**src/design/swdc_pkg.sv**
```systemverilog
package swdc_pkg;

    // Field widths
    localparam int COORD_BITS = 16;
    localparam int TIME_BITS  = 32;
    localparam int MODE_W     = 2;
    localparam int DIR_W      = 3;

    // Event kinds
    localparam logic [MODE_W-1:0] MODE_DOWN = 2'd0;
    localparam logic [MODE_W-1:0] MODE_MOVE = 2'd1;
    localparam logic [MODE_W-1:0] MODE_UP   = 2'd2;

    // Direction codes
    localparam logic [DIR_W-1:0] DIR_NONE  = 3'd0;
    localparam logic [DIR_W-1:0] DIR_LEFT  = 3'd1;
    localparam logic [DIR_W-1:0] DIR_RIGHT = 3'd2;
    localparam logic [DIR_W-1:0] DIR_UP    = 3'd3;
    localparam logic [DIR_W-1:0] DIR_DOWN  = 3'd4;

    // Configuration registers
    localparam int CFG_IDX_W  = 2;
    localparam int CFG_DATA_W = 24;
    localparam int MAXD_W     = 16;
    localparam int MIND_W     = 16;
    localparam int MINV_W     = 24;
    localparam logic [CFG_IDX_W-1:0] REG_MAX_DURATION = 2'd0;
    localparam logic [CFG_IDX_W-1:0] REG_MIN_DISTANCE = 2'd1;
    localparam logic [CFG_IDX_W-1:0] REG_MIN_VELOCITY = 2'd2;
    localparam logic [MAXD_W-1:0] MAXD_RESET = 16'd500;
    localparam logic [MIND_W-1:0] MIND_RESET = 16'd6554;
    localparam logic [MINV_W-1:0] MINV_RESET = 24'd8389;

    // Velocity test: products at or above 2^VEL_BITS always fail
    localparam int VEL_BITS   = 25;
    localparam int MUL_W      = (COORD_BITS > VEL_BITS) ? COORD_BITS : VEL_BITS;
    localparam int PROD_W     = 2 * MUL_W;
    localparam int MUL_CNT_W  = $clog2(MUL_W + 1);
    localparam int DIST_W     = PROD_W + 1;
    localparam int DIST_SHIFT = 48 - 2 * COORD_BITS;
    localparam int LHS_W      = DIST_W + DIST_SHIFT;

    // Stream words
    localparam int IN_BITS    = MODE_W + 2 * COORD_BITS + TIME_BITS;
    localparam int S_TDATA_W  = ((IN_BITS + 7) / 8) * 8;
    localparam int M_TDATA_W  = ((DIR_W + 7) / 8) * 8;

endpackage

```
**src/design/swipe_direction_classifier.sv**
```systemverilog
// Touch down, spare and unarmed events pass from accept through ST_DONE to the output
// register; classified move/up events first wait in ST_MUL1 for the multipliers, and in
// ST_MUL2 too when the velocity test needs the squared-speed product. The waits are set
// by the bit-serial multipliers. One word in flight: the next input is taken the cycle
// after the result enters the output register (ST_DONE holds while the output stalls).
// Reset (aresetn low, synchronous) disarms, clears start point and output, and loads
// the default thresholds.
module swipe_direction_classifier (
    input  logic                           aclk,
    input  logic                           aresetn,
    // input words
    input  logic                           s_tvalid,
    output logic                           s_tready,
    input  logic [swdc_pkg::S_TDATA_W-1:0] s_tdata,   // mode, pos_x, pos_y, time_ms
    // result words
    output logic                           m_tvalid,
    input  logic                           m_tready,
    output logic [swdc_pkg::M_TDATA_W-1:0] m_tdata,   // direction
    // configuration writes
    input  logic                           cfg_wr_en,
    input  logic [swdc_pkg::CFG_IDX_W-1:0] cfg_index,
    input  logic [swdc_pkg::CFG_DATA_W-1:0] cfg_wdata
);

    localparam logic [1:0] ST_IDLE = 2'd0;
    localparam logic [1:0] ST_MUL1 = 2'd1;
    localparam logic [1:0] ST_MUL2 = 2'd2;
    localparam logic [1:0] ST_DONE = 2'd3;

    localparam int CB = swdc_pkg::COORD_BITS;
    localparam int TB = swdc_pkg::TIME_BITS;
    localparam int MW = swdc_pkg::MUL_W;

    logic [1:0] state_reg;

    // thresholds
    logic [swdc_pkg::MAXD_W-1:0] max_dur_reg;
    logic [swdc_pkg::MIND_W-1:0] min_dist_reg;
    logic [swdc_pkg::MINV_W-1:0] min_vel_reg;

    // gesture state
    logic          armed_reg;
    logic [CB-1:0] start_x_reg;
    logic [CB-1:0] start_y_reg;
    logic [TB-1:0] start_t_reg;

    // per-event flags
    logic                           early_none_reg;
    logic                           t_big_reg;
    logic [swdc_pkg::DIR_W-1:0]     dir_pass_reg;
    logic [swdc_pkg::DIR_W-1:0]     dir_res_reg;
    logic [swdc_pkg::DIST_W-1:0]    dist2_reg;

    // output register
    logic                       m_valid_reg;
    logic [swdc_pkg::DIR_W-1:0] m_dir_reg;

    // input field unpack
    logic [swdc_pkg::MODE_W-1:0] in_mode;
    logic [CB-1:0]               in_x;
    logic [CB-1:0]               in_y;
    logic [TB-1:0]               in_t;

    assign in_mode = s_tdata[swdc_pkg::MODE_W-1:0];
    assign in_x    = s_tdata[swdc_pkg::MODE_W +: CB];
    assign in_y    = s_tdata[swdc_pkg::MODE_W + CB +: CB];
    assign in_t    = s_tdata[swdc_pkg::MODE_W + 2 * CB +: TB];

    logic s_fire;
    assign s_tready = (state_reg == ST_IDLE);
    assign s_fire   = s_tvalid && s_tready;

    // travel, elapsed time and direction from the incoming sample
    logic [CB-1:0]              ax_c, ay_c;
    logic                       dx_pos_c, dy_pos_c;
    logic [TB-1:0]              dt_c;
    logic                       early_none_c;
    logic                       t_big_c;
    logic                       classify_c;
    logic [swdc_pkg::DIR_W-1:0] dir_pass_c;

    always_comb begin
        dx_pos_c     = in_x > start_x_reg;
        dy_pos_c     = in_y > start_y_reg;
        ax_c         = dx_pos_c ? (in_x - start_x_reg) : (start_x_reg - in_x);
        ay_c         = dy_pos_c ? (in_y - start_y_reg) : (start_y_reg - in_y);
        dt_c         = in_t - start_t_reg;
        early_none_c = !(in_t > start_t_reg)
                       || ((in_mode == swdc_pkg::MODE_UP) && (dt_c > TB'(max_dur_reg)));
        t_big_c      = (dt_c >> swdc_pkg::VEL_BITS) != '0;
        classify_c   = armed_reg
                       && ((in_mode == swdc_pkg::MODE_MOVE) || (in_mode == swdc_pkg::MODE_UP));
        if (ax_c > ay_c) begin
            dir_pass_c = dx_pos_c ? swdc_pkg::DIR_RIGHT : swdc_pkg::DIR_LEFT;
        end else begin
            dir_pass_c = dy_pos_c ? swdc_pkg::DIR_DOWN : swdc_pkg::DIR_UP;
        end
    end

    // serial multipliers: ax^2, ay^2, min_distance^2, v*T then p^2
    logic                        mul1_start, mul2_start;
    logic [swdc_pkg::PROD_W-1:0] pax, pay, pmd, pvt;
    logic                        ax_done, ay_done, md_done, vt_done;
    logic [MW-1:0]               vt_a, vt_b;

    assign mul1_start = s_fire && classify_c;

    swdc_mul u_mul_ax (
        .aclk(aclk), .aresetn(aresetn), .start(mul1_start),
        .mcand(MW'(ax_c)), .mplier(MW'(ax_c)), .prod(pax), .done(ax_done)
    );

    swdc_mul u_mul_ay (
        .aclk(aclk), .aresetn(aresetn), .start(mul1_start),
        .mcand(MW'(ay_c)), .mplier(MW'(ay_c)), .prod(pay), .done(ay_done)
    );

    swdc_mul u_mul_md (
        .aclk(aclk), .aresetn(aresetn), .start(mul1_start),
        .mcand(MW'(min_dist_reg)), .mplier(MW'(min_dist_reg)), .prod(pmd), .done(md_done)
    );

    // shared unit: v*T first, then squares its own product
    assign vt_a = mul2_start ? pvt[MW-1:0] : MW'(dt_c);
    assign vt_b = mul2_start ? pvt[MW-1:0] : MW'(min_vel_reg);

    swdc_mul u_mul_vt (
        .aclk(aclk), .aresetn(aresetn), .start(mul1_start || mul2_start),
        .mcand(vt_a), .mplier(vt_b), .prod(pvt), .done(vt_done)
    );

    // distance and velocity decisions
    logic [swdc_pkg::DIST_W-1:0] dist2_c;
    logic                        too_short_c, vel_zero_c, p_big_c, mul1_done;
    logic                        stall_out;
    logic [swdc_pkg::LHS_W-1:0]  lhs_c;
    logic                        too_slow_c;

    always_comb begin
        mul1_done   = ax_done && ay_done && md_done && vt_done && (state_reg == ST_MUL1);
        dist2_c     = {1'b0, pax} + {1'b0, pay};
        too_short_c = dist2_c < {1'b0, pmd};
        vel_zero_c  = (min_vel_reg == '0);
        p_big_c     = pvt[swdc_pkg::PROD_W-1:swdc_pkg::VEL_BITS] != '0;
        mul2_start  = mul1_done && !early_none_reg && !too_short_c && !vel_zero_c
                      && !t_big_reg && !p_big_c;
        lhs_c       = swdc_pkg::LHS_W'(dist2_reg) << swdc_pkg::DIST_SHIFT;
        too_slow_c  = lhs_c < swdc_pkg::LHS_W'(pvt);
        stall_out   = m_valid_reg && !m_tready;
    end

    // sequencer and gesture state
    always_ff @(posedge aclk) begin
        if (!aresetn) begin
            state_reg   <= ST_IDLE;
            armed_reg   <= 1'b0;
            start_x_reg <= '0;
            start_y_reg <= '0;
            start_t_reg <= '0;
        end else begin
            unique case (state_reg)
                ST_IDLE: begin
                    if (s_fire) begin
                        early_none_reg <= early_none_c;
                        t_big_reg      <= t_big_c;
                        dir_pass_reg   <= dir_pass_c;
                        dir_res_reg    <= swdc_pkg::DIR_NONE;
                        state_reg      <= classify_c ? ST_MUL1 : ST_DONE;
                        unique case (in_mode)
                            swdc_pkg::MODE_DOWN: begin
                                armed_reg   <= 1'b1;
                                start_x_reg <= in_x;
                                start_y_reg <= in_y;
                                start_t_reg <= in_t;
                            end
                            swdc_pkg::MODE_UP: begin
                                armed_reg <= 1'b0;
                            end
                            default: begin
                            end
                        endcase
                    end
                end
                ST_MUL1: begin
                    if (mul1_done) begin
                        dist2_reg <= dist2_c;
                        if (mul2_start) begin
                            state_reg <= ST_MUL2;
                        end else begin
                            state_reg <= ST_DONE;
                            if (early_none_reg || too_short_c || t_big_reg || p_big_c) begin
                                dir_res_reg <= vel_zero_c && !early_none_reg && !too_short_c
                                               ? dir_pass_reg : swdc_pkg::DIR_NONE;
                            end else begin
                                dir_res_reg <= dir_pass_reg;
                            end
                        end
                    end
                end
                ST_MUL2: begin
                    if (vt_done) begin
                        dir_res_reg <= too_slow_c ? swdc_pkg::DIR_NONE : dir_pass_reg;
                        state_reg   <= ST_DONE;
                    end
                end
                ST_DONE: begin
                    if (!stall_out) begin
                        state_reg <= ST_IDLE;
                    end
                end
                default: begin
                    state_reg <= ST_IDLE;
                end
            endcase
        end
    end

    // output register
    always_ff @(posedge aclk) begin
        if (!aresetn) begin
            m_valid_reg <= 1'b0;
            m_dir_reg   <= swdc_pkg::DIR_NONE;
        end else if ((state_reg == ST_DONE) && !stall_out) begin
            m_valid_reg <= 1'b1;
            m_dir_reg   <= dir_res_reg;
        end else if (m_tready) begin
            m_valid_reg <= 1'b0;
        end
    end

    assign m_tvalid = m_valid_reg;
    assign m_tdata  = {{(swdc_pkg::M_TDATA_W - swdc_pkg::DIR_W){1'b0}}, m_dir_reg};

    // configuration writes
    always_ff @(posedge aclk) begin
        if (!aresetn) begin
            max_dur_reg  <= swdc_pkg::MAXD_RESET;
            min_dist_reg <= swdc_pkg::MIND_RESET;
            min_vel_reg  <= swdc_pkg::MINV_RESET;
        end else if (cfg_wr_en) begin
            unique case (cfg_index)
                swdc_pkg::REG_MAX_DURATION: max_dur_reg  <= cfg_wdata[swdc_pkg::MAXD_W-1:0];
                swdc_pkg::REG_MIN_DISTANCE: min_dist_reg <= cfg_wdata[swdc_pkg::MIND_W-1:0];
                swdc_pkg::REG_MIN_VELOCITY: min_vel_reg  <= cfg_wdata[swdc_pkg::MINV_W-1:0];
                default: begin
                end
            endcase
        end
    end

endmodule

```
**src/design/swdc_mul.sv**
```systemverilog
// Bit-serial shift-add multiplier: one multiplier bit per cycle
module swdc_mul (
    input  logic                        aclk,
    input  logic                        aresetn,
    input  logic                        start,
    input  logic [swdc_pkg::MUL_W-1:0]  mcand,
    input  logic [swdc_pkg::MUL_W-1:0]  mplier,
    output logic [swdc_pkg::PROD_W-1:0] prod,
    output logic                        done
);

    logic [swdc_pkg::PROD_W-1:0]    mcand_reg;
    logic [swdc_pkg::MUL_W-1:0]     mplier_reg;
    logic [swdc_pkg::PROD_W-1:0]    acc_reg;
    logic [swdc_pkg::PROD_W-1:0]    acc_next;
    logic [swdc_pkg::MUL_CNT_W-1:0] cnt_reg;
    logic                           busy_reg;
    logic                           done_reg;

    // conditional add of the shifted multiplicand
    always_comb begin
        acc_next = mplier_reg[0] ? (acc_reg + mcand_reg) : acc_reg;
    end

    // control
    always_ff @(posedge aclk) begin
        if (!aresetn) begin
            busy_reg <= 1'b0;
            done_reg <= 1'b0;
            cnt_reg  <= '0;
        end else begin
            done_reg <= 1'b0;
            if (start) begin
                busy_reg <= 1'b1;
                cnt_reg  <= swdc_pkg::MUL_CNT_W'(swdc_pkg::MUL_W);
            end else if (busy_reg) begin
                cnt_reg <= cnt_reg - 1'b1;
                if (cnt_reg == swdc_pkg::MUL_CNT_W'(1)) begin
                    busy_reg <= 1'b0;
                    done_reg <= 1'b1;
                end
            end
        end
    end

    // datapath shift registers
    always_ff @(posedge aclk) begin
        if (start) begin
            mcand_reg  <= swdc_pkg::PROD_W'(mcand);
            mplier_reg <= mplier;
            acc_reg    <= '0;
        end else if (busy_reg) begin
            mcand_reg  <= mcand_reg << 1;
            mplier_reg <= mplier_reg >> 1;
            acc_reg    <= acc_next;
        end
    end

    assign prod = acc_reg;
    assign done = done_reg;

endmodule

```
**config.mk**
```make
export PLATFORM = sky130hd
export DESIGN_NAME = swipe_direction_classifier
export DESIGN_NICKNAME = d
export VERILOG_FILES = /design/src/design/swdc_pkg.sv /design/src/design/swipe_direction_classifier.sv /design/src/design/swdc_mul.sv
export SDC_FILE = /design/constraint.sdc
export NUM_CORES = 2
export LEC_CHECK = 0
export BUFFER_PORTS_ARGS = -buffer_cell sky130_fd_sc_hd__buf_2
export CAP_MARGIN = 20
export CORE_ASPECT_RATIO = 1.4
export CORE_MARGIN = 5
export CORE_UTILIZATION = 25
export DETAILED_ROUTE_END_ITERATION = 8
export HOLD_SLACK_MARGIN = 0.02
export MAX_ROUTING_LAYER = met4
export PLACE_DENSITY = 0.36
export SLEW_MARGIN = 20
export SYNTH_ARGS = -nofsm -noshare
export SYNTH_HDL_FRONTEND = slang
export SYNTH_SLANG_ARGS = --single-unit
```
**constraint.sdc**
```tcl
create_clock -name aclk -period 7 [get_ports aclk]
set_clock_uncertainty 0.15 [all_clocks]
set_input_delay 0.35 -clock aclk [delete_from_list [all_inputs] [get_ports aclk]]
set_output_delay 0.35 -clock aclk [all_outputs]
set_load 0.1 [all_outputs]
```
Yosys cells after proc, flatten, opt, wreduce, memory -nomap -nowiden
Cells that the tools add are included.
- word-level logic and storage cells: 217
- memory bits (read-only): 0
- latch bits: 0
- register bits after elaboration: 687
- output and inout port bits: 10
- memories: 0
- bits in writable memories: 0
- muxes and demuxes: 65
- magnitude comparators: 7
- divide/modulo/power cells: 0
- add/subtract/negate cells: 14
- $mul: 0
- shifts and indexed selects: 0
- reductions and logical operators: 63
- bitwise logic cells: 5
- equal/unequal tests: 16
- operators with widths (kind ; count):
    16-bit two-way mux ; 14
    50-bit adder ; 4
    25-bit two-way mux ; 6
    67-bit by 50-bit < comparator with 1-bit output ; 1
    16-bit subtractor ; 4
    50-bit by 50-bit adder with 51-bit output ; 1
    51-bit by 50-bit < comparator with 1-bit output ; 1
    16-bit greater-than comparator ; 3
    5-bit two-way mux ; 8
    32-bit by 16-bit greater-than comparator with 1-bit output ; 1
    32-bit greater-than comparator ; 1
    32-bit nonzero test ; 1
    32-bit subtractor ; 1
    3-bit two-way mux ; 9
    25-bit nonzero test ; 1
    24-bit zero test ; 1
    5-bit by 1-bit == test with 1-bit output (second input constant) ; 4
    5-bit by 1-bit subtractor with 5-bit output (second input constant) ; 4
    1-bit two-way mux ; 19
    1-bit logical AND ; 17
    2-bit AND reduction ; 7
    2-bit two-way mux ; 6
    3-bit AND reduction ; 4
    2-bit nonzero test ; 6
    other kinds (16) ; 46

Depth between registers and ports, before layout
- word-level depth: 12
- mapped depth: 28
- mapped depth without buffers: 26

Modules after synthesis
Synthesis repeated with hierarchy kept, for this count alone.
- cell total of the unflattened synthesis: 5542
- area total of the unflattened synthesis: 49237.2 sq um
- by module, submodules not included (module ; area each (sq um) ; sequential area each (sq um) ; cells each ; instances):
    swipe_direction_classifier ; 17994.8 ; 4314.1 ; 2238 ; 1
    swdc_mul at u_mul_md ... ; 7848.8 ; 3143.0 ; 829 ; 2
    swdc_mul at u_mul_ay ; 7805.0 ; 3143.0 ; 827 ; 1
    swdc_mul at u_mul_ax ; 7739.9 ; 3143.0 ; 819 ; 1

Worst setup path before layout
Ideal clock, no wire load.
- kind: flip-flop to flip-flop
- start: register u_mul_ax.acc_reg, in the netlist u_mul_ax.prod[6]
- end: register u_mul_vt.mcand_reg[0] in the netlist's numbering, enable pin
- data required time: 6441 ps
- slack: 641 ps
- cell stages (with the launch flop): 25
- arrival time: 5799 ps
- library setup time: 409 ps
- buffers on the path: 2
- path through: dfxtp_1 ha_1 a21o_1 a21o_1 a221oi_1 o21a_1 a2bb2oi_1 nor2_1 o21ai_1 o21ai_1 a311o_1 a21oi_1 xnor2_1 ha_1 nand2_1 or3_1 nand4b_1 a221oi_1 a211oi_1 o21ai_0 a211oi_1 nor4_1 buf_2 buf_4 or3_1
- longest elaborated chain between the ends: 9
- ends and longest elaborated chain (item ; RTL line ; RTL):
    from (decl) ; swdc_mul.sv:14 ; logic [swdc_pkg::PROD_W-1:0] acc_reg;
    from (signal assigned) ; swdc_mul.sv:55 ; acc_reg <= acc_next;
    50-bit by 50-bit adder with 51-bit output ; swipe_direction_classifier.sv:141 ; dist2_c = {1'b0, pax} + {1'b0, pay};
    named net dist2_c, one bit ; swipe_direction_classifier.sv:133 ; logic [swdc_pkg::DIST_W-1:0] dist2_c;
    51-bit by 50-bit < comparator with 1-bit output ; swipe_direction_classifier.sv:142 ; too_short_c = dist2_c < {1'b0, pmd};
    1-bit zero test ; swipe_direction_classifier.sv:145 ; mul2_start = mul1_done && !early_none_reg && !too_short_c && !vel_zero_c
    1-bit logical AND (2 in a row) ; swipe_direction_classifier.sv:145 ;
    1-bit logical AND (2 in a row) ; swipe_direction_classifier.sv:146 ; && !t_big_reg && !p_big_c;
    1-bit logical OR ; swipe_direction_classifier.sv:128 ; .aclk(aclk), .aresetn(aresetn), .start(mul1_start || mul2_start),
    2-bit nonzero test (no line) ; n/a ;
    to (signal assigned) ; swdc_mul.sv:49 ; mcand_reg <= swdc_pkg::PROD_W'(mcand);
    to (signal assigned) ; swdc_mul.sv:53 ; mcand_reg <= mcand_reg << 1;
    to (decl) ; swdc_mul.sv:12 ; logic [swdc_pkg::PROD_W-1:0] mcand_reg;
The timed path passes the listed nets, and every way through them passes these cells.
A chain may end at the register's enable or synchronous reset.

Final worst setup path
- start: register u_mul_ax.acc_reg, in the netlist u_mul_ax.prod[0]
- end: register u_mul_vt.mplier_reg[7] in the netlist's numbering, data pin
- longest elaborated chain between the ends: 9
- ends and longest elaborated chain (item ; RTL line ; RTL):
    50-bit by 50-bit adder with 51-bit output (*) ; swipe_direction_classifier.sv:141 ;
    named net dist2_c, one bit ; swipe_direction_classifier.sv:133 ;
    51-bit by 50-bit < comparator with 1-bit output (*) ; swipe_direction_classifier.sv:142 ;
    1-bit zero test (*) ; swipe_direction_classifier.sv:145 ;
    1-bit logical AND (*) (2 in a row) ; swipe_direction_classifier.sv:145 ;
    1-bit logical AND (*) (2 in a row) ; swipe_direction_classifier.sv:146 ;
    25-bit two-way mux / 1-bit logical OR (equally long branches) ; swipe_direction_classifier.sv:125, swipe_direction_classifier.sv:128 ;
    25-bit two-way mux (*) ; swdc_mul.sv:48 ; if (start) begin
    to (signal assigned) ; swdc_mul.sv:50 ; mplier_reg <= mplier;
    to (signal assigned) ; swdc_mul.sv:54 ; mplier_reg <= mplier_reg >> 1;
    to (decl) ; swdc_mul.sv:13 ; logic [swdc_pkg::MUL_W-1:0] mplier_reg;
The timed path passes the listed nets; every way through them passes the cells marked *.

==> metrics.yaml <==
synthesis:
  syn_inst: 5538
  synth_top_flop_cell: "dfxtp_1"
  synth-edff-count: 205
  ys_types: 97
  yosysSeqAreaShare_pct: 34.0
  synth.ff_latch_count: 687
  postSynthAreaPerCell_um2: 8.40
  ys_warn_count: 0
  postSynth.asyncResetShare_pct: 0
  netlist_area_um2: 46500
pwr:
  power_leakage_nw: 22.4
  finalPower_mw: 24.5
  p_sw_mw: 10.9
  clkPwrFrac_pct: 18.8
  internal_power_mw: 13.6
  powerDensity_nw_per_um2: 454
  seqPwrFrac_pct: 25.2
  ir_worst_vdd_uv: 198
  swShare_pct: 44.4
  p_comb_share_pct: 56.0
final_layout:
  drive_gt1_share_pct: 6.87
  area_delta_synth_final_pct: 16.0
  fillers: 20000
  final_area_um2: 54000
  nNetsFinal: 6263
  largest_reg_flops: 51
  stdcell_count: 8211
timing:
  final_max_slew_viol_count: 0
  min_period_ps: 6610
  rsz0062_at_grt: "no"
  period_share_pct: 94.4
  max_slew.worst_pin.slew_ps: 971
  finalSetupViolations: 0
  finalHoldViolations: 0
  fmax_mhz: 151
  relSlewSlack_pct: 34.7
setup_path:
  cp-start-kind: "flop"
  slowest_stage: "nor4_4"
  crit_path_max_fanout: 35
  cpPeakStageDelay_ps: 460
  cp-end-kind: "flop"
  cp.arrival_ps: 6900
  required_ps: 7290
  crit_type: "reg -> reg"
routing:
  drc: 0
  wirelength_um: 146000
  wl_per_cell_um: 17.8
  drtIter0Drc: 1756
  viasPerCell: 4.72
  vias: 38800
  first_pass_iters: 5
  ant_nets: 0
clock_tree:
  h-tree-depth: 3
  cts.clk_slew.worst_paths_ps: 60
  cts_tree: "built"
  clkSinkCount: 687
  cts_inserted_buffers: 86
  clk-insertion-delay-late_ps: 710
  clock_path_buffers: 3
  root_buffer: "clkbuf_16"
flow_run:
  maxCapViolCount: 0
grt:
  grt_pass1_vias: 39500
  antenna_found_initial: 1
  grt_usage_pct: 14.9
  grt-ovfl-total: 0
  grt_pass1_wl_um: 228000
  grt_max_degree: 120
floorplanning:
  die_height_um: 520
  coreArea_um2: 185000
  row_count: 187
  die_w_um: 375
  initial_core_util_pct: 25.1
  io-pin-count: 113
  dieArea_um2: 195000
outcome:
  status: "finished clean"
place:
  gp_congestion: 0.817
  port_buffers: 101
  placed_area_um2: 49800
  dpl.cell_count: 7922
  dp_hpwl_um: 111000
hold_path:
  hold_class: "in -> reg"
## Yosys cell counts, drive strengths merged (30+ instances only)
cell type	n	area share [%]
inv	315	2.5
nand3	91	0.98
mux2i	183	3.9
a211oi	83	1.4
clkbuf	178	1.4
a21o	247	4.0
dfxtp	482	21
nor4	36	0.50
o211ai	30	0.52
nand2	770	6.2
nor2	476	3.8
nor2b	62	0.85
o21ai	242	2.6
xor2	99	1.9
o21bai	52	0.84
a21boi	131	2.1
buf	65	0.67
nand4	63	0.85
nor3	68	0.73
ha	469	13
a31oi	44	0.61
and3	37	0.50
a21oi	505	5.5
nand2b	42	0.56
edfxtp	205	13
o21a	54	0.87
and2	49	0.66
xnor2	166	3.1
## layout by cell type (no fill, tap or decap), types with 166 or more instances in the layout
master      n
nand2_1   766
a21oi_1   502
dfxtp_1   478
nor2_1    475
ha_1      469
inv_1     315
a21o_1    246
o21ai_0   227
edfxtp_1  205
mux2i_1   183
xnor2_1   166
## cell families after synthesis
kind of cell / share of synthesized area (%)
flip-flops: 34.0
buffers and inverters: 4.66
AO/OA/AOI/OAI: 21.6
adder cells (fa/ha/maj): 13.0
XOR/XNOR: 4.99
other: 0.00806
AND/OR/NAND/NOR: 17.3
multiplexers: 4.40
## metrics by stage
| stage | hold WS, ps | setup TNS [ps] | util, % | worst slack, ps |
|---|---|---|---|---|
| finish | 162 | 0 | 29.1 | 389 |
| global route | 156 | 0 | 29.1 | 10.0 |
| CTS | 75.9 | 0 | 29.1 | 20.4 |
| detailed placement | 304 | -9950 | 26.9 | -177 |
| global placement | 301 | -12600 | 26.9 | -212 |
| floorplan | 289 | 0 | - | 641 |
## routing by layer
layer	wire (um)	GRT usage, %
met2	75700	27.3
met5	0	-
met4	3090	3.72
met3	3100	1.51
met1	64400	17.4
## cell type report
cell class	instances	area [um2]	area share (%)
multi-input cells	4297	28600	53.0
inverters	315	1180	2.19
repair buffers	294	2390	4.42
clock inverters	36	335	0.621
clock buffers	123	2550	4.72
flip-flops and latches	687	15800	29.3
well taps	2457	3070	5.70
diodes	2	5.00	0.00927
## worst paths after layout
path	to	startpoint	depth (start not counted)	slack [ps]
worst max register to register	u_mul_vt.mplier_reg[7]	u_mul_ax.prod[0]	26	390
worst max-delay path	u_mul_vt.mplier_reg[7]	u_mul_ax.prod[0]	26	390
worst min-delay path	min_vel_reg[1]	cfg_wr_en	5	160
worst min register to register	start_y_reg[15]	start_y_reg[15]	2	320
## repair_timing
| action | CTS | global route |
|---|---|---|
| setup endpoints to repair | 121 | 167 |
| hold buffers | 125 | 0 |
| pin swaps | 0 | 1 |
| setup buffers | 0 | 1 |
| gates cloned | 0 | 1 |
| hold endpoints to repair | 122 | 0 |
| resized for setup | 1 | 3 |
## critical path, delay by kind of cell, from the launching register on
kind                       cells  cell delay, ps
buffers and inverters          4             730
xor gates and xnor gates       1             140
adders and majority gates      3             750
and+or+nand+nor                6            1510
muxes                          1             360
DFF                            1             330
AOI/OAI and AO/OA             11            2320
## power by group through the flow
stage	sequential, mW	clock (mW)	combinational (mW)
2_1_floorplan	5.86	0	10.3
3_3_place_gp	6.27	0	13.8
3_5_place_dp	6.27	0	13.7
4_1_cts	6.19	4.83	13.9
5_1_grt	6.32	4.96	15.5
6_report	6.17	4.61	13.7
Power figures use the tool's default switching activity.
